===== src/hw/rtl/normal_light_shade_quantizer_top_assert.svh =====
// Assertion macros used by the shade quantizer top module.
`ifndef NORMAL_LIGHT_SHADE_QUANTIZER_TOP_ASSERT_SVH
`define NORMAL_LIGHT_SHADE_QUANTIZER_TOP_ASSERT_SVH

`ifndef SYNTHESIS
`define NLSQ_ASSERT(lbl, cond) \
  lbl: assert property (@(posedge clk) disable iff (!rst_n) (cond)) \
    else $error("shade quantizer assertion failed");
`define NLSQ_ASSERT_NEXT(lbl, pre, post) \
  lbl: assert property (@(posedge clk) disable iff (!rst_n) (pre) |=> (post)) \
    else $error("shade quantizer assertion failed");
`else
`define NLSQ_ASSERT(lbl, cond)
`define NLSQ_ASSERT_NEXT(lbl, pre, post)
`endif

`endif


===== src/hw/rtl/nlsq_pkg.sv =====
// Shared types and constants of the normal light shade quantizer.
package nlsq_pkg;

  localparam int NORMAL_W  = 8;
  localparam int VEC_W     = 24;
  localparam int QUANT_W   = 22;
  localparam int CFG_IDX_W = 3;
  localparam int MAG_W     = 8;
  localparam int PROD_W    = 16;
  localparam int SUM_W     = 17;

  typedef enum logic [CFG_IDX_W-1:0] {
    CFG_LIGHT_DIR       = 3'd0,
    CFG_HALF_FRONT      = 3'd1,
    CFG_HALF_BACK       = 3'd2,
    CFG_DIFFUSE_QUANT   = 3'd3,
    CFG_SPECULAR_QUANT  = 3'd4,
    CFG_SPECULAR_ENABLE = 3'd5
  } cfg_reg_t;

  typedef struct packed {
    logic en1;
    logic en2;
    logic en3;
  } pipe_ctl_t;

endpackage


===== src/hw/rtl/nlsq_dot.sv =====
// Three-stage dot product, scale by 64 toward zero, clamp and sign split.
module nlsq_dot (
  input  logic                                 clk,
  input  nlsq_pkg::pipe_ctl_t                  ctl,
  input  logic signed [nlsq_pkg::NORMAL_W-1:0] n_x,
  input  logic signed [nlsq_pkg::NORMAL_W-1:0] n_y,
  input  logic signed [nlsq_pkg::NORMAL_W-1:0] n_z,
  input  logic        [nlsq_pkg::VEC_W-1:0]    vec,
  output logic                                 pos,
  output logic        [nlsq_pkg::MAG_W-1:0]    mag
);

  logic signed [nlsq_pkg::PROD_W-1:0] px_r, py_r, pz_r;
  logic signed [nlsq_pkg::SUM_W-1:0]  sum_r;
  logic signed [nlsq_pkg::SUM_W-1:0]  sum_bias;
  logic signed [nlsq_pkg::SUM_W-1:0]  q;
  logic signed [nlsq_pkg::SUM_W-1:0]  q_neg;
  logic                               pos_nxt, pos_r;
  logic        [nlsq_pkg::MAG_W-1:0]  mag_nxt, mag_r;
  logic signed [nlsq_pkg::NORMAL_W-1:0] vx, vy, vz;

  assign vx = vec[7:0];
  assign vy = vec[15:8];
  assign vz = vec[23:16];

  always_ff @(posedge clk) begin
    if (ctl.en1) begin
      px_r <= n_x * vx;
      py_r <= n_y * vy;
      pz_r <= n_z * vz;
    end
    if (ctl.en2) begin
      sum_r <= nlsq_pkg::SUM_W'(px_r) + nlsq_pkg::SUM_W'(py_r) + nlsq_pkg::SUM_W'(pz_r);
    end
    if (ctl.en3) begin
      pos_r <= pos_nxt;
      mag_r <= mag_nxt;
    end
  end

  // Biasing negative sums by 63 makes the arithmetic shift truncate toward zero.
  assign sum_bias = sum_r + (sum_r[nlsq_pkg::SUM_W-1] ? 17'sd63 : 17'sd0);
  assign q        = sum_bias >>> 6;
  assign q_neg    = -q;

  always_comb begin
    if (q > 17'sd255) begin
      pos_nxt = 1'b1;
      mag_nxt = 8'd255;
    end else if (q < -17'sd255) begin
      pos_nxt = 1'b0;
      mag_nxt = 8'd255;
    end else if (q[nlsq_pkg::SUM_W-1]) begin
      pos_nxt = 1'b0;
      mag_nxt = q_neg[7:0];
    end else begin
      pos_nxt = (q != 17'sd0);
      mag_nxt = q[7:0];
    end
  end

  assign pos = pos_r;
  assign mag = mag_r;

endmodule


===== src/hw/rtl/normal_light_shade_quantizer_top.sv =====
// An accepted request passes the multiply, sum and clamp registers into the output register.
// Throughput: one request per cycle unless stalled; every stage takes a new request each free cycle.
// Stages: multiply, sum, scale and clamp, then quantize into the output register.
// A stalled output holds; earlier stages keep filling until the pipeline is full.
// Reset (rst_n low, synchronous) clears all valid bits and all configuration registers.
`include "normal_light_shade_quantizer_top_assert.svh"

module normal_light_shade_quantizer_top (
  input  logic                                 clk,
  input  logic                                 rst_n,
  input  logic                                 cfg_we,
  input  logic        [nlsq_pkg::CFG_IDX_W-1:0] cfg_index,
  input  logic        [nlsq_pkg::VEC_W-1:0]    cfg_wdata,
  input  logic                                 in_valid,
  output logic                                 in_stall,
  input  logic signed [nlsq_pkg::NORMAL_W-1:0] in_normal_x,
  input  logic signed [nlsq_pkg::NORMAL_W-1:0] in_normal_y,
  input  logic signed [nlsq_pkg::NORMAL_W-1:0] in_normal_z,
  output logic                                 out_valid,
  input  logic                                 out_stall,
  output logic                                 out_front_facing,
  output logic        [nlsq_pkg::MAG_W-1:0]    out_diffuse_index,
  output logic        [nlsq_pkg::MAG_W-1:0]    out_specular_index
);

  function automatic logic [7:0] quantize(input logic [7:0] s, input logic [2:0] sh,
                                          input logic [7:0] mx);
    logic [7:0] idx;
    logic       rnd;
    logic [8:0] total;
    idx   = s >> sh;
    rnd   = (sh != 3'd0) && s[sh - 3'd1];
    total = {1'b0, idx} + {8'd0, rnd};
    quantize = (total < {1'b0, mx}) ? total[7:0] : mx;
  endfunction

  logic [nlsq_pkg::VEC_W-1:0]   light_dir_r, half_front_r, half_back_r;
  logic [nlsq_pkg::QUANT_W-1:0] diffuse_quant_r, specular_quant_r;
  logic                         specular_enable_r;

  logic v1_r, v2_r, v3_r, out_valid_r;
  logic en_out;
  logic en1, en2, en3;
  nlsq_pkg::pipe_ctl_t ctl;

  logic                        diff_pos;
  logic [nlsq_pkg::MAG_W-1:0]  diff_mag, spec_front_mag, spec_back_mag;
  logic                        spec_front_pos, spec_back_pos;
  logic [nlsq_pkg::MAG_W-1:0]  spec_mag;
  logic [2:0]                  d_sh, s_sh;
  logic [7:0]                  d_mx, s_mx;

  logic                        front_r;
  logic [nlsq_pkg::MAG_W-1:0]  diffuse_r, specular_r;
  logic [nlsq_pkg::MAG_W-1:0]  diffuse_nxt, specular_nxt;
  logic [7:0]                  out_cap;

  always_ff @(posedge clk) begin
    if (!rst_n) begin
      light_dir_r       <= '0;
      half_front_r      <= '0;
      half_back_r       <= '0;
      diffuse_quant_r   <= '0;
      specular_quant_r  <= '0;
      specular_enable_r <= 1'b0;
    end else if (cfg_we) begin
      unique case (cfg_index)
        nlsq_pkg::CFG_LIGHT_DIR:       light_dir_r       <= cfg_wdata;
        nlsq_pkg::CFG_HALF_FRONT:      half_front_r      <= cfg_wdata;
        nlsq_pkg::CFG_HALF_BACK:       half_back_r       <= cfg_wdata;
        nlsq_pkg::CFG_DIFFUSE_QUANT:   diffuse_quant_r   <= cfg_wdata[nlsq_pkg::QUANT_W-1:0];
        nlsq_pkg::CFG_SPECULAR_QUANT:  specular_quant_r  <= cfg_wdata[nlsq_pkg::QUANT_W-1:0];
        nlsq_pkg::CFG_SPECULAR_ENABLE: specular_enable_r <= cfg_wdata[0];
        default: ;
      endcase
    end
  end

  assign en_out   = !out_valid_r || !out_stall;
  assign en3      = !v3_r || en_out;
  assign en2      = !v2_r || en3;
  assign en1      = !v1_r || en2;
  assign ctl      = '{en1: en1, en2: en2, en3: en3};
  assign in_stall = !en1;

  always_ff @(posedge clk) begin
    if (!rst_n) begin
      v1_r        <= 1'b0;
      v2_r        <= 1'b0;
      v3_r        <= 1'b0;
      out_valid_r <= 1'b0;
    end else begin
      if (en1)    v1_r <= in_valid;
      if (en2)    v2_r <= v1_r;
      if (en3)    v3_r <= v2_r;
      if (en_out) out_valid_r <= v3_r;
    end
  end

  nlsq_dot u_diffuse (
    .clk (clk), .ctl (ctl),
    .n_x (in_normal_x), .n_y (in_normal_y), .n_z (in_normal_z),
    .vec (light_dir_r), .pos (diff_pos), .mag (diff_mag)
  );

  nlsq_dot u_spec_front (
    .clk (clk), .ctl (ctl),
    .n_x (in_normal_x), .n_y (in_normal_y), .n_z (in_normal_z),
    .vec (half_front_r), .pos (spec_front_pos), .mag (spec_front_mag)
  );

  nlsq_dot u_spec_back (
    .clk (clk), .ctl (ctl),
    .n_x (in_normal_x), .n_y (in_normal_y), .n_z (in_normal_z),
    .vec (half_back_r), .pos (spec_back_pos), .mag (spec_back_mag)
  );

  // Both half-vector dot products run in parallel; facing picks one at the last stage.
  always_comb begin
    spec_mag = diff_pos ? spec_front_mag : spec_back_mag;
    d_sh = diff_pos ? diffuse_quant_r[2:0]   : diffuse_quant_r[13:11];
    d_mx = diff_pos ? diffuse_quant_r[10:3]  : diffuse_quant_r[21:14];
    s_sh = diff_pos ? specular_quant_r[2:0]  : specular_quant_r[13:11];
    s_mx = diff_pos ? specular_quant_r[10:3] : specular_quant_r[21:14];
    diffuse_nxt  = quantize(diff_mag, d_sh, d_mx);
    specular_nxt = specular_enable_r ? quantize(spec_mag, s_sh, s_mx) : 8'd0;
  end

  always_ff @(posedge clk) begin
    if (en_out) begin
      front_r    <= diff_pos;
      diffuse_r  <= diffuse_nxt;
      specular_r <= specular_nxt;
    end
  end

  assign out_valid          = out_valid_r;
  assign out_front_facing   = front_r;
  assign out_diffuse_index  = diffuse_r;
  assign out_specular_index = specular_r;

  assign out_cap = front_r ? diffuse_quant_r[10:3] : diffuse_quant_r[21:14];

  `NLSQ_ASSERT(a_stall_only_full, !in_stall || (v1_r && v2_r && v3_r && out_valid_r))
  `NLSQ_ASSERT_NEXT(a_accept_enters, in_valid && !in_stall, v1_r)
  `NLSQ_ASSERT_NEXT(a_stage3_moves, v3_r && en_out, out_valid_r)
  `NLSQ_ASSERT(a_spec_disabled, !(out_valid_r && !specular_enable_r) || (specular_r == 8'd0))
  `NLSQ_ASSERT(a_diffuse_cap, !out_valid_r || (diffuse_r <= out_cap))

endmodule

===== config.mk =====
export PLATFORM = sky130hd
export DESIGN_NAME = normal_light_shade_quantizer_top
export DESIGN_NICKNAME = d
export VERILOG_FILES = /design/src/hw/rtl/nlsq_pkg.sv /design/src/hw/rtl/nlsq_dot.sv /design/src/hw/rtl/normal_light_shade_quantizer_top.sv
export VERILOG_INCLUDE_DIRS = /design/src /design/src/hw/rtl
export SDC_FILE = /design/constraint.sdc
export NUM_CORES = 2
export LEC_CHECK = 0
export BUFFER_PORTS_ARGS = -buffer_cell sky130_fd_sc_hd__buf_2
export CAP_MARGIN = 20
export CORE_MARGIN = 5
export CORE_UTILIZATION = 41
export CTS_CLUSTER_DIAMETER = 30
export DETAILED_ROUTE_END_ITERATION = 7
export PLACE_DENSITY = 0.55
export SLEW_MARGIN = 10
export SYNTH_ARGS = -nofsm -noshare
export SYNTH_HDL_FRONTEND = slang
export SYNTH_SLANG_ARGS = --single-unit

===== constraint.sdc =====
create_clock -name clk -period 16.74 [get_ports clk]
set_input_delay 1.674 -clock clk [delete_from_list [all_inputs] [get_ports clk]]
set_output_delay 1.674 -clock clk [all_outputs]
set_load 0.1 [all_outputs]

# ---- Yosys cells after proc, flatten, opt, wreduce, memory -nomap -nowiden
# Cells that the tools add are included.
dict set report classes {
  add_sub_neg 16
  n_mul 9
  n_lt_le_gt_ge 10
  eq_ne 5
  shift 2
  mux 19
  reduce_logical 25
}
# cell count
set op_table {}
lappend op_table {{$mul A8 B8 Y16} 9}
lappend op_table {{$mux W8} 8}
lappend op_table {{$add A16 B16 Y17} 3}
lappend op_table {{$add A17 B16 Y17} 3}
lappend op_table {{$add A17 B7 Y17} 3}
lappend op_table {{$gt A11 B9 Y1 const B} 3}
lappend op_table {{$lt A11 B9 Y1 const B} 3}
lappend op_table {{$neg A8 Y8} 3}
lappend op_table {{$add A8 B1 Y9} 2}
lappend op_table {{$lt A9 B8 Y1} 2}
lappend op_table {{$mux W6} 3}
lappend op_table {{$reduce_bool A17 Y1} 1}
lappend op_table {{$shr A8 B3 Y8} 2}
lappend op_table {{$reduce_and A2 Y1} 6}
lappend op_table {{$lt A3 B4 Y1 const B} 2}
lappend op_table {{$bmux W1 S3} 2}
lappend op_table {{$eq A3 B2 Y1 const B} 2}
lappend op_table {{$eq A3 B3 Y1 const B} 2}
lappend op_table {{$logic_not A1 Y1} 6}
lappend op_table {{$mux W3} 2}
lappend op_table {{$reduce_bool A3 Y1} 2}
lappend op_table {{$reduce_or A2 Y1} 3}
lappend op_table {{$sub A3 B1 Y3 const B} 2}
lappend op_table {{$logic_or A1 B1 Y1} 4}
lappend op_table {{4 further kinds} 8}
dict set report word_totals {
  regBits 358
  input_bits 56
  out_inout_bits 19
  elab_cells 115
}

# ---- Longest topological paths before layout
dict set report depth {
  ltp_word 8
  mapped_depth 20
  mapped_depth_nobuf 18
}

# ---- By module
# A second synthesis with hierarchy kept.
dict set report hier_totals {
  hier_cells 4206
  area_unflattened_um2 41258.3
}
# mod instances cells_each area_each_um2 seq_area_each_um2
set modules_own_cells {}
lappend modules_own_cells {{nlsq_dot at u_diffuse} 1 1142 11492.3 2222.1}
lappend modules_own_cells {{nlsq_dot at u_spec_back} 1 1128 11358.4 2222.1}
lappend modules_own_cells {{nlsq_dot at u_spec_front} 1 1119 11318.4 2222.1}
lappend modules_own_cells {normal_light_shade_quantizer_top 1 817 7089.3 2932.8}

# ---- Least setup slack after synthesis
# OpenSTA, ideal clock, no wires.
dict set report synth_path {
  path_kind {in2out}
  startpoint {input port out_stall}
  endpoint {output port in_stall}
  arrival_ns 7.561
  required_ns 15.066
  setup_slack_ns 7.505
  path_stages 3
  n_path_buf 0
  path_cell_list {and3_1 nand3_1 inv_1}
}
dict set report synth_via {
  elab_chain_len 6
}
# element line
set synth_rtl {}
lappend synth_rtl {{from (decl)} normal_light_shade_quantizer_top.sv:20} ;# input logic out_stall,
lappend synth_rtl {{$logic_not A1 Y1} normal_light_shade_quantizer_top.sv:79} ;# assign en_out = !out_valid_r || !out_stall;
lappend synth_rtl {{$logic_or A1 B1 Y1} normal_light_shade_quantizer_top.sv:79}
lappend synth_rtl {{$logic_or A1 B1 Y1} normal_light_shade_quantizer_top.sv:80} ;# assign en3 = !v3_r || en_out;
lappend synth_rtl {{$logic_or A1 B1 Y1} normal_light_shade_quantizer_top.sv:81} ;# assign en2 = !v2_r || en3;
lappend synth_rtl {{$logic_or A1 B1 Y1} normal_light_shade_quantizer_top.sv:82} ;# assign en1 = !v1_r || en2;
lappend synth_rtl {{$logic_not A1 Y1} normal_light_shade_quantizer_top.sv:84} ;# assign in_stall = !en1;
lappend synth_rtl {{to (decl)} normal_light_shade_quantizer_top.sv:15} ;# output logic in_stall,
# Every way passes these cells.

# ---- Worst setup path in the final report
dict set report layout_path {
  startpoint {register u_diffuse.pos_r, in the netlist u_diffuse.pos}
  endpoint {register diffuse_r, in the netlist out_diffuse_index[6] (data pin)}
}
dict set report layout_via {
  elab_chain_len 8
  elab_cells_between_ends 11
  cone_classes {add/sub: 2; order compare: 1; shift: 1; mux: 5; reduce/logical: 2}
}
# element line
set layout_rtl {}
lappend layout_rtl {{from (decl)} nlsq_dot.sv:18} ;# logic pos_nxt, pos_r;
lappend layout_rtl {{from (signal assigned)} nlsq_dot.sv:36} ;# pos_r <= pos_nxt;
lappend layout_rtl {{$mux W3} normal_light_shade_quantizer_top.sv:121} ;# d_sh = diff_pos ? diffuse_quant_r[2:0] : diffuse_quant_r[13:11];
lappend layout_rtl {{$sub A3 B1 Y3} normal_light_shade_quantizer_top.sv:32} ;# rnd = (sh != 3'd0) && s[sh - 3'd1];
lappend layout_rtl {{$bmux W1 S3} normal_light_shade_quantizer_top.sv:32}
lappend layout_rtl {{$mux W1 (not written as such)} normal_light_shade_quantizer_top.sv:32}
lappend layout_rtl {{$logic_and A1 B1 Y1} normal_light_shade_quantizer_top.sv:32}
lappend layout_rtl {{$add A8 B1 Y9} normal_light_shade_quantizer_top.sv:33} ;# total = {1'b0, idx} + {8'd0, rnd};
lappend layout_rtl {{$lt A9 B8 Y1} normal_light_shade_quantizer_top.sv:34} ;# quantize = (total < {1'b0, mx}) ? total[7:0] : mx;
lappend layout_rtl {{$mux W8 *} normal_light_shade_quantizer_top.sv:34}
lappend layout_rtl {{net diffuse_nxt (one bit)} normal_light_shade_quantizer_top.sv:55} ;# logic [nlsq_pkg::MAG_W-1:0] diffuse_nxt, specular_nxt;
lappend layout_rtl {{to (signal assigned)} normal_light_shade_quantizer_top.sv:132} ;# diffuse_r <= diffuse_nxt;
lappend layout_rtl {{to (decl)} normal_light_shade_quantizer_top.sv:54} ;# logic [nlsq_pkg::MAG_W-1:0] diffuse_r, specular_r;
# The timed path passes the listed nets; every way through them passes the cells marked *. The select of a mux whose other input is x is not followed.
# A chain may end at the register's enable or synchronous reset.

==> metrics.yaml <==
status: "complete, no violations"
clock_skew_ns: 0.0386
crit_type: "flop to flop"
ys_seq_area_share_pct: 23.2
clockPowerShare_pct: 43.6
dp_hpwl_mm: 78.1
max_freq_ghz: 0.167
max_stage_delay_ns: 0.85
clockBufferDepth: 3
hold_viol: 0
peakVddDrop_mv: 0.107
p_sw_mw: 1.33
synth_cell_types: 85
worstSkewPairLatency_ns: 0.64
cts_hold_buffers: 0
clockRootBuffer: "clkbuf_16"
wirelength_mm: 99.1
cts_tree: "yes"
viasPerCell: 4.94
p_leak_nw: 21.8
path_clk_slew_ns: 0.04
postSynthAreaPerCell_sq_um: 9.69
end_kind: "flop"
p_int_mw: 2.67
ys_warn_count: 0
grt_max_degree: 104
drt_iter0_markers: 1499
area_growth_pct: 11.5
worst_pin_slew_ns: 1.10
cp_data_arrival_time_ns: 6.34
ff_latch_area_sq_um: 9540
overflow: 0
cap_violations: 0
crit_path_top_delay_cell: "mux2i_2"
relSlewSlack_pct: 26.8
grt_setup_unrepaired: "false"
ff2ff_setup_slack_ns: 10.77
finalSetupTns_ns: 0
fill_cells: 9575
cts_buffers: 87
cts_setup_buffers: 0
start_util_pct: 41.2
fin_crit_sh_pct: 35.7
netlist_area_sq_um: 41200
placed_area_sq_um: 42800
design.core.area_sq_um: 99900
cts_sinks: 358
synth_nets: 5201
drive_gt1_share_pct: 6.99
die_height_microns: 327
place_congestion: 0.826
final_cell_area_sq_um: 45900
wl_per_cell_microns: 17.5
required_ns: 17.11
port_buffers: 74
crit_fanout: 44
synth_top_cell_by_area: "fa_1"
cts_resized: 0
hold_depth: 2
r2r_cells: 18
num_vias: 28100
grt_use_total_pct: 19.1
synth_seq_cells: 358
hold_path.class: "flop to flop"
period_minus_slack_ns: 5.97
synth_edf_count: 237
syn_inst: 4250
synthTopCellsByCount: "inv_1 (822), fa_1 (546), nand2_1 (472), and2_1 (400), ha_1 (349)"
p_sw_share_pct: 33.3
antenna_found_initial: 5
htreeDepth: 3
yosysMostFrequentCell: "inv_1"
finalSetupViolCount: 0
pwr-share-seq_pct: 30.4
synth_area_leaders: "fa_1 (27%), edfxtp_1 (17%), ha_1 (11%)"
synthArstFlopShare_pct: 0
multi_input_comb_area_sq_um: 28100
cellPowerDensity_nw_per_um2: 87.3
path_cells: "buf_4 -> mux2i_2 -> ha_1 -> mux4_2 -> mux2i_1 -> or3_1 -> o21ai_0 -> ha_1 -> ha_1 -> nor3b_2 -> xor2_1 -> inv_1 -> ha_1 -> a211oi_1 -> a21o_1 -> a21oi_1 -> a311oi_4 -> mux2_4"
cpMostUsedCell: "ha_1"
first_pass_iters: 5
grt_pass1_wl_mm: 161
finalNetCount: 5254
synthFlopType: "edfxtp_1"
drc: 0
maxSlewViolCount: 0
drt.antenna.violating_nets: 0
die_area_sq_um: 107000
io_pins: 75
start_kind: "flop"
placementRows: 116
p_comb_share_pct: 26.0
die_w_microns: 327
grt_pass1_vias: 29000
synth.top_cell.area_share_pct: 26.5
-- placed cells by master (no fill, tap or decap), drive strengths merged, types with 9 or more instances in the layout --
cell	instances
inv	830
xor2	32
ha	349
edfxtp	237
o211ai	16
dfxtp	121
and3	25
o21bai	11
clkinv	30
a31oi	16
or3	26
bufinv	11
a21boi	120
fa	546
and2	400
a21o	31
or2	15
nand3	48
nand2	473
clkbuf	104
nor4	12
o311ai	9
o21a	26
buf	86
a211oi	18
mux2	24
nand2b	31
xnor2	163
mux2i	55
o21ai	73
nor2	68
nor3	50
nand4	9
o31ai	9
clkinvlp	10
nor2b	90
a21oi	109
-- sequential cells by signal, summed over array words and instances, names as in the netlist, 17 cells and up --
| signal | flops |
|---|---|
| u_diffuse.sum_r | 17 |
| light_dir_r | 24 |
| specular_quant_r | 22 |
| diffuse_quant_r | 22 |
| half_front_r | 24 |
| u_spec_back.sum_r | 17 |
| u_spec_front.sum_r | 17 |
| half_back_r | 24 |
-- kinds of logic after synthesis --
kind of cell,Yosys count,synth area share [%]
and+or+nand+nor,1265,15.8
adders and majority gates,895,37.2
xor gates and xnor gates,195,4.17
DFF,358,23.2
AOI/OAI and AO/OA,507,8.56
buffers and inverters,944,8.71
muxes,86,2.44
-- power groups by stage --
stage               sequential (mW)  clock (mW)  combinational (mW)
floorplan                      1.23           0               0.754
global placement               1.23           0                1.03
detailed placement             1.23           0                1.04
CTS                            1.22        1.78                1.05
global route                   1.23        1.84                1.17
finish                         1.22        1.75                1.04
-- worst max-delay path: cells and delay by family (launching register included) --
family	cells	cell delay [ns]
flops	1	0.31
fa+ha+maj	4	1.15
simple gates	2	0.60
xor+xnor	1	0.21
compound gates	5	1.21
buf+inv	2	0.60
mux	4	1.63
-- cell type report --
class / instances / share of cell area, %
multi-input cells: 2948 / 61.2
flip-flops and latches: 358 / 20.8
inverters: 822 / 6.72
clock buffers: 104 / 5.15
well taps: 1298 / 3.54
clock inverters: 59 / 1.58
repair buffers: 86 / 1.05
diodes: 2 / 0.0109
-- worst paths after layout --
kind | startpoint | endpoint
setup / recovery | u_diffuse.pos | out_diffuse_index[6]
hold / removal | diffuse_quant_r[14] | diffuse_quant_r[14]
setup reg to reg | u_diffuse.pos | out_diffuse_index[6]
hold reg to reg | diffuse_quant_r[14] | diffuse_quant_r[14]
-- layer usage --
layer / GRT usage (%) / vias to the layer above / routed length, microns
li1: - / 13700 / -
met4: 4.75 / 0 / 2330
met2: 31.2 / 458 / 46200
met5: 0 / - / 0
met3: 3.26 / 127 / 4770
met1: 26.5 / 13800 / 45800
-- stage by stage --
step	hold WS [ns]	power, mW	std cells	util, %	worst slack, ns
6_report	0.463	4.01	5677	46.0	10.77
5_1_grt	0.486	4.25	5675	46.0	10.36
4_1_cts	0.466	4.05	5675	46.0	10.74
3_5_place_dp	0.459	2.27	5512	42.9	10.30
3_3_place_gp	0.447	2.27	5511	42.8	10.34
2_1_floorplan	0.440	1.98	4250	-	7.50
No activity file was read; power rests on OpenSTA's default activity.
